`src/hdl/rpc_pkg.sv`:
```
// ----------------------------------------------------------------------------
// rpc_pkg
// Shared types and constants for the 3x3 ring pattern counter.
// ----------------------------------------------------------------------------
package rpc_pkg;

    localparam int CFG_W     = 11;  // width of a configuration register
    localparam int CFG_IDX_W = 1;   // width of the register index
    localparam int COUNT_W   = 20;  // width of the result count

    localparam logic [CFG_W-1:0]   DIM_RESET     = 11'd1024;
    localparam logic [COUNT_W-1:0] COUNT_MAX     = '1;
    // centre open, all eight neighbours wall
    localparam logic [8:0]         RING_TEMPLATE = 9'h1EF;

    typedef enum logic [CFG_IDX_W-1:0] {
        REG_IMAGE_WIDTH  = 1'b0,
        REG_IMAGE_HEIGHT = 1'b1
    } cfg_reg_t;

    // one line store entry: the pixel two rows up and the pixel one row up
    typedef struct packed {
        logic upper;
        logic middle;
    } line_pair_t;

    // 3x3 window: bits 2:0 top row, 5:3 middle row, 8:6 bottom row,
    // lowest bit of each row the oldest column
    typedef logic [8:0] window_t;

endpackage

```
`src/hdl/ring_pattern_counter_3x3.sv`:
```
// ----------------------------------------------------------------------------
// ring_pattern_counter_3x3: counts 3x3 ring templates in a raster pixel stream
// Result: a frame's last pixel is registered in stage A, then its count loads m_*.
// Throughput: one pixel per cycle, set by the line store's one read and one write
//   a cycle; the last pixel of a frame waits while an earlier result is untaken.
// Reset: synchronous, active low; counters, window and handshakes clear, no input.
// ----------------------------------------------------------------------------

// Structure
//   Accept:   a pixel is taken while stage A is empty or moving on. At the same
//             edge the line store is read at the pixel's column and the column
//             and row counters advance against the configured geometry.
//   Stage A:  the pixel, its read-back line pair, and the in-frame and
//             end-of-frame flags. Shift the window, compare it with the ring
//             template, update the saturating match count, and write the
//             line pair back (middle moves to upper, the pixel to middle).
//   Output:   one result register, loaded on the last pixel of a frame.
//
// The line store is read-first. When the item leaving stage A writes the
// very address the incoming item reads (a one-pixel-wide image), the
// written pair is forwarded in place of the stale read data.
// Line store entries are never cleared: the first two rows of each frame
// fill them, and no window is counted before row 2 and column 2.
module ring_pattern_counter_3x3 #(
    parameter int MAX_WIDTH  = 1024,
    parameter int MAX_HEIGHT = 1024
) (
    input  logic                            aclk,
    input  logic                            aresetn,

    // configuration write port
    input  logic                            cfg_wr_en,
    input  logic [rpc_pkg::CFG_IDX_W-1:0]   cfg_index,
    input  logic [rpc_pkg::CFG_W-1:0]       cfg_data,

    // pixel input
    input  logic                            s_valid,
    output logic                            s_ready,
    input  logic                            s_wall_pixel,

    // frame result
    output logic                            m_valid,
    input  logic                            m_ready,
    output logic [rpc_pkg::COUNT_W-1:0]     m_ring_count
);

    localparam int COL_W  = $clog2(MAX_WIDTH);
    localparam int ROW_W  = $clog2(MAX_HEIGHT);
    localparam int LINE_W = $bits(rpc_pkg::line_pair_t);

    // ------------------------------------------------------------------
    // Configuration registers
    // ------------------------------------------------------------------
    logic [rpc_pkg::CFG_W-1:0] width_reg;
    logic [rpc_pkg::CFG_W-1:0] height_reg;

    always_ff @(posedge aclk) begin
        if (!aresetn) begin
            width_reg  <= rpc_pkg::DIM_RESET;
            height_reg <= rpc_pkg::DIM_RESET;
        end else if (cfg_wr_en) begin
            case (rpc_pkg::cfg_reg_t'(cfg_index))
                rpc_pkg::REG_IMAGE_WIDTH:  width_reg  <= cfg_data;
                rpc_pkg::REG_IMAGE_HEIGHT: height_reg <= cfg_data;
                default: ;
            endcase
        end
    end

    // Last column and row index: zero acts as one, above the maximum
    // acts as the maximum.
    logic [COL_W-1:0] col_last;
    logic [ROW_W-1:0] row_last;

    always_comb begin
        if (width_reg == '0) begin
            col_last = '0;
        end else if (32'(width_reg) > MAX_WIDTH) begin
            col_last = COL_W'(MAX_WIDTH - 1);
        end else begin
            col_last = COL_W'(32'(width_reg) - 1);
        end

        if (height_reg == '0) begin
            row_last = '0;
        end else if (32'(height_reg) > MAX_HEIGHT) begin
            row_last = ROW_W'(MAX_HEIGHT - 1);
        end else begin
            row_last = ROW_W'(32'(height_reg) - 1);
        end
    end

    // ------------------------------------------------------------------
    // Handshake
    // ------------------------------------------------------------------
    logic a_valid_reg;
    logic a_last_reg;
    logic out_valid_reg;
    logic a_adv;
    logic s_fire;

    // Stage A only waits when it would produce a result and the output
    // register still holds one that has not been taken. Take nothing
    // while reset is held.
    assign a_adv   = a_valid_reg && !(a_last_reg && out_valid_reg && !m_ready);
    assign s_ready = aresetn && (!a_valid_reg || a_adv);
    assign s_fire  = s_valid && s_ready;

    // ------------------------------------------------------------------
    // Column and row counters, advanced on accept
    // ------------------------------------------------------------------
    logic [COL_W-1:0] col_reg, col_next;
    logic [ROW_W-1:0] row_reg, row_next;
    logic             col_wrap;
    logic             row_wrap;

    assign col_wrap = (col_reg >= col_last);
    assign row_wrap = (row_reg >= row_last);

    always_comb begin
        col_next = col_reg;
        row_next = row_reg;
        if (s_fire) begin
            if (col_wrap) begin
                col_next = '0;
                row_next = row_wrap ? '0 : row_reg + ROW_W'(1);
            end else begin
                col_next = col_reg + COL_W'(1);
            end
        end
    end

    always_ff @(posedge aclk) begin
        if (!aresetn) begin
            col_reg <= '0;
            row_reg <= '0;
        end else begin
            col_reg <= col_next;
            row_reg <= row_next;
        end
    end

    // ------------------------------------------------------------------
    // Stage A register
    // ------------------------------------------------------------------
    logic             a_pixel_reg;
    logic             a_gate_reg;
    logic [COL_W-1:0] a_addr_reg;

    always_ff @(posedge aclk) begin
        if (!aresetn) begin
            a_valid_reg <= 1'b0;
            a_last_reg  <= 1'b0;
        end else if (s_fire) begin
            a_valid_reg <= 1'b1;
            a_last_reg  <= col_wrap && row_wrap;
        end else if (a_adv) begin
            a_valid_reg <= 1'b0;
        end
    end

    // payload: hold while stage A stalls
    always_ff @(posedge aclk) begin
        if (s_fire) begin
            a_pixel_reg <= s_wall_pixel;
            a_addr_reg  <= col_reg;
            a_gate_reg  <= (col_reg >= COL_W'(2)) && (row_reg >= ROW_W'(2));
        end
    end

    // ------------------------------------------------------------------
    // Line store with write-to-read forwarding
    // ------------------------------------------------------------------
    rpc_pkg::line_pair_t line_rd;
    rpc_pkg::line_pair_t line_wr;
    rpc_pkg::line_pair_t line_cur;
    rpc_pkg::line_pair_t fwd_data_reg;
    logic                fwd_hit_reg;

    assign line_wr.upper  = line_cur.middle;
    assign line_wr.middle = a_pixel_reg;

    rpc_ram #(
        .WIDTH (LINE_W),
        .DEPTH (MAX_WIDTH)
    ) u_line_store (
        .aclk    (aclk),
        .wr_en   (a_adv),
        .wr_addr (a_addr_reg),
        .wr_data (line_wr),
        .rd_en   (s_fire),
        .rd_addr (col_reg),
        .rd_data (line_rd)
    );

    always_ff @(posedge aclk) begin
        if (!aresetn) begin
            fwd_hit_reg <= 1'b0;
        end else if (s_fire) begin
            fwd_hit_reg <= a_adv && (a_addr_reg == col_reg);
        end
    end

    always_ff @(posedge aclk) begin
        if (s_fire) begin
            fwd_data_reg <= line_wr;
        end
    end

    assign line_cur = fwd_hit_reg ? fwd_data_reg : line_rd;

    // ------------------------------------------------------------------
    // Window, template match and saturating count
    // ------------------------------------------------------------------
    rpc_pkg::window_t             win_reg, win_next, win_shift;
    logic [rpc_pkg::COUNT_W-1:0]  total_reg, total_next, total_upd;
    logic                         hit;

    always_comb begin
        // shift each row by one column, newest pixel on the high bit
        win_shift[2:0] = {line_cur.upper,  win_reg[2:1]};
        win_shift[5:3] = {line_cur.middle, win_reg[5:4]};
        win_shift[8:6] = {a_pixel_reg,     win_reg[8:7]};

        hit       = a_gate_reg && (win_shift == rpc_pkg::RING_TEMPLATE);
        total_upd = (hit && (total_reg != rpc_pkg::COUNT_MAX))
                    ? total_reg + rpc_pkg::COUNT_W'(1) : total_reg;

        win_next   = win_reg;
        total_next = total_reg;
        if (a_adv) begin
            // clear for the next frame after its last pixel
            win_next   = a_last_reg ? '0 : win_shift;
            total_next = a_last_reg ? '0 : total_upd;
        end
    end

    always_ff @(posedge aclk) begin
        if (!aresetn) begin
            win_reg   <= '0;
            total_reg <= '0;
        end else begin
            win_reg   <= win_next;
            total_reg <= total_next;
        end
    end

    // ------------------------------------------------------------------
    // Result register
    // ------------------------------------------------------------------
    logic [rpc_pkg::COUNT_W-1:0] count_reg;

    always_ff @(posedge aclk) begin
        if (!aresetn) begin
            out_valid_reg <= 1'b0;
        end else if (a_adv && a_last_reg) begin
            out_valid_reg <= 1'b1;
        end else if (m_ready) begin
            out_valid_reg <= 1'b0;
        end
    end

    always_ff @(posedge aclk) begin
        if (a_adv && a_last_reg) begin
            count_reg <= total_upd;
        end
    end

    assign m_valid      = out_valid_reg;
    assign m_ring_count = count_reg;

endmodule

```
`src/hdl/rpc_ram.sv`:
```
// ----------------------------------------------------------------------------
// rpc_ram
// Simple dual-port RAM, one write and one registered read port, read-first.
// ----------------------------------------------------------------------------
module rpc_ram #(
    parameter int WIDTH = 2,
    parameter int DEPTH = 1024
) (
    input  logic                     aclk,
    input  logic                     wr_en,
    input  logic [$clog2(DEPTH)-1:0] wr_addr,
    input  logic [WIDTH-1:0]         wr_data,
    input  logic                     rd_en,
    input  logic [$clog2(DEPTH)-1:0] rd_addr,
    output logic [WIDTH-1:0]         rd_data
);

    logic [WIDTH-1:0] mem [DEPTH];

    always_ff @(posedge aclk) begin
        if (wr_en) begin
            mem[wr_addr] <= wr_data;
        end
        if (rd_en) begin
            rd_data <= mem[rd_addr];
        end
    end

endmodule

```
`config.mk`:
```
export PLATFORM = sky130hd
export DESIGN_NAME = ring_pattern_counter_3x3
export DESIGN_NICKNAME = d
export VERILOG_FILES = /design/src/hdl/rpc_pkg.sv /design/src/hdl/ring_pattern_counter_3x3.sv /design/src/hdl/rpc_ram.sv
export SDC_FILE = /design/constraint.sdc
export NUM_CORES = 2
export LEC_CHECK = 0
export BUFFER_PORTS_ARGS = -buffer_cell sky130_fd_sc_hd__buf_2
export CAP_MARGIN = 20
export CORE_MARGIN = 4
export CORE_UTILIZATION = 50
export CTS_CLUSTER_DIAMETER = 80
export DETAILED_ROUTE_END_ITERATION = 8
export MAX_ROUTING_LAYER = met4
export PLACE_DENSITY = 0.78
export SLEW_MARGIN = 30
export SYNTH_ARGS = -nofsm -noshare
export SYNTH_HDL_FRONTEND = slang
export SYNTH_SLANG_ARGS = --single-unit
export TNS_END_PERCENT = 10
```
`constraint.sdc`:
```
create_clock -name aclk -period 13.3 [get_ports aclk]
set_input_delay 0.665 -clock aclk [delete_from_list [all_inputs] [get_ports aclk]]
set_output_delay 0.665 -clock aclk [all_outputs]
set_load 0.005 [all_outputs]
```
==> impl_metrics.ini <==
[clock_network]
numCtsBuffers = 198
ctsHtreeMaxLevel = 4
clk_pin_slew_ns = 0.07
cts_hold_buf = 1
root_buffer = clkbuf_16
cts_buffer_depth = 3
cts-resized-gates = 0
cts_tree = yes
insertion_delay_ns = 0.85
clock_sinks = 2156
postCtsSetupBuffers = 0

[power_and_ir_drop]
p_leak_nw = 28.9
p_per_area_mw_per_mm2 = 140
power_w = 0.0137
max-vdd-ir-drop_uv = 123
swShare_pct = 20.4
combPwrFrac_pct = 4.1
power_switching_w = 0.00280
intPower_w = 0.0109
p_seq_share_pct = 54.4
clockPowerShare_pct = 41.5

[synth]
synth_edf_count = 2084
synthMuxAreaShare_pct = 14.2
synth_area_leaders = edfxtp_1 (70%), mux4_2 (12%), nor2_1 (4.7%), dfxtp_1 (1.6%), mux2i_1 (1.4%)
synth-xor-area-share_pct = 0.570
ys_warn_count = 0
ys_types = 83
synth_top_cell_by_area = edfxtp_1
synth_fa_ha_area_share_pct = 0.379
seq_area_frac_synth_pct = 71.8
synth_top_area_share_pct = 70.2
synth_cells = 5293
syn-num-nets = 5338
syn_avg_cell_area_um2 = 16.8
synth_compound_area_share_pct = 3.23
synthArstFlopShare_pct = 0
synth_area_mm2 = 0.0891
synth_top_family_by_area = multiplexers
synth-simple-area-share_pct = 7.25
ys_ff_latch = 2156
synth_flop_cell = edfxtp_1

[timing]
hold_ws_ns = 0.0912
period_needed_ns = 5.50
slew-limit-headroom_pct = 23.2
hold_viol = 0
worst_clock_skew_ns = 0.0413
fin_crit_sh_pct = 41.4
fmax_mhz = 182
rsz0062_at_grt = false
worst_slew_pin_slew_ns = 1.15
worst_slack_ns = 7.80
drv_slew = 0
setup_viol = 0

[die]
num_rows = 154
chipWidth_um = 430
start_util_pct = 50.4
die_h_um = 430
core_mm2 = 0.177
pin_count = 40
die-area_mm2 = 0.185

[global_route]
grt_overflow = 0
grt.total_usage_pct = 26.0
grt_pass1_vias = 49800
grt_start_max_net_pins = 263
grt_antenna_before_repair = 6
grt_first_pass_wirelength_mm = 343

[setup_path]
arrival_ns = 6.05
r2r-end = u_line_store.rd_data[1]
r2r_start = col_reg[1]
crit_required_ns = 13.85
cp_slowest_cell = buf_4
crit_top_cell = buf_4
crit_path_max_fanout = 124
crit_chain = buf_4 -> buf_12 -> buf_4 -> and2_1 -> buf_4 -> a221oi_1 -> a221oi_1 -> a21oi_1 -> o21ai_0 -> a21oi_1 -> o2bb2ai_1 -> a32oi_1
cp-start-kind = register
worst-r2r-cell-count = 12
critPathMaxStageDelay_ns = 0.71
path_class = reg2reg
path_buf_inv = 4
critPathTopFamily = buffers and inverters
cp.depth = 12
reg2reg_slack_ns = 7.80
critPathCaptureType = register

[hold_path]
hold_class = in2reg
min_from = s_valid
hold-path-cell-count = 3
whs_endpoint = a_valid_reg

[finish]
post-route-util_pct = 55.3
area_delta_synth_final_pct = 9.66
mostFrequentLayoutCell = edfxtp_1
fin_nets = 5266
layout_common_cells = edfxtp_1 (2084), nor2_1 (1107), mux4_2 (490), clkbuf_16 (203), nand2_1 (153)
largest_reg_flops = 2048
stdcell_area_mm2 = 0.0977
drive_gt1_share_pct = 19.0

[detailed_routing]
totalWireLength_mm = 236
detail-route-antenna-nets = 0
post-route-drc-count = 0
wl_per_cell_um = 30.5
drt_iter0_drc = 8885
vias = 50800
viasPerCell = 6.57
dr.pass1.iters = 8

[run]
max_cap_viol_count = 0

[place]
dp_slack_ns = 7.84
dp_hpwl_mm = 130
place.gp.congestion = 0.855
portBuffers = 39
place_area_mm2 = 0.0911

[status]
outcome = finished, final reports clean
## metal layers
| metal | global-route usage (%) | routed length [µm] |
|---|---|---|
| met1 | 34.1 | 82000 |
| met2 | 39.0 | 111000 |
| met3 | 6.85 | 31600 |
| met4 | 10.9 | 11600 |
| met5 | - | 0 |
## kinds of logic (layout without fill, tap and decap cells)
group	after synthesis	count (layout)
compound gates	420	420
xor+xnor	58	58
fa+ha+maj	27	27
buf+inv	430	515
flops	2156	2156
mux	641	641
other cells	0	7
simple gates	1561	1561
## power by group through the flow
stage	combinational, W	clock, W	sequential, W
floorplan	0.000405	0	0.00773
global placement	0.000534	0	0.00762
detailed placement	0.000546	0	0.00762
CTS	0.000550	0.00573	0.00747
global route	0.000598	0.00602	0.00746
finish	0.000560	0.00570	0.00747
## cells in the mapped netlist (10+ instances only)
master	count
edfxtp_1	2084
nor2_1	1111
mux4_2	490
clkbuf_1	267
nand2_1	206
mux2i_1	124
a21oi_1	85
a22oi_1	79
dfxtp_1	72
buf_2	66
o21ai_0	60
nand3_1	39
xnor2_1	35
nor3_1	34
a21boi_0	29
buf_4	29
nor2b_1	28
ha_1	27
o22ai_1	27
buf_6	26
nand4_1	26
xor2_1	23
a221oi_1	22
and2_1	21
mux2_2	21
a22o_1	18
nand2b_1	18
o221ai_1	17
a211oi_1	14
nand3b_1	12
a31oi_1	11
nor3b_1	11
nor4_1	11
and3_1	10
buf_1	10
buf_8	10
inv_1	10
## tightest hold or removal path: stages
cell and delay (ns):
buf_2 0.10, inv_1 0.04, a21boi_0 0.06
## layout make-up
| class | count | area [µm²] |
|---|---|---|
| sequential | 2156 | 64000 |
| tap | 2340 | 2930 |
| clock buffer | 239 | 5240 |
| clock inverter | 118 | 1190 |
| fill | 12800 | 79000 |
| multi-input combinational | 2707 | 23100 |
| antenna | 7 | 17.5 |
| inverter | 13 | 56.3 |
| timing repair buffer | 145 | 1180 |
## per-stage QoR
step	instances	TNS, ns
finish	7725	0
global route	7722	0
CTS	7715	0
detailed placement	7357	0
global placement	7356	0
floorplan	5293	-2148.58
## worst max path at each step
| stage | from | endpoint | slack, ns |
|---|---|---|---|
| after floorplan | a_pixel_reg | fwd_data_reg[0] | -1.44 |
| after global placement | col_reg[0] | u_line_store.rd_data[1] | 7.89 |
| after detailed placement | col_reg[0] | u_line_store.rd_data[1] | 7.84 |
| after CTS | col_reg[0] | u_line_store.rd_data[1] | 7.82 |
| after global routing | col_reg[1] | u_line_store.rd_data[1] | 7.58 |
| final | col_reg[1] | u_line_store.rd_data[1] | 7.80 |
Power figures use the tool's default switching activity.
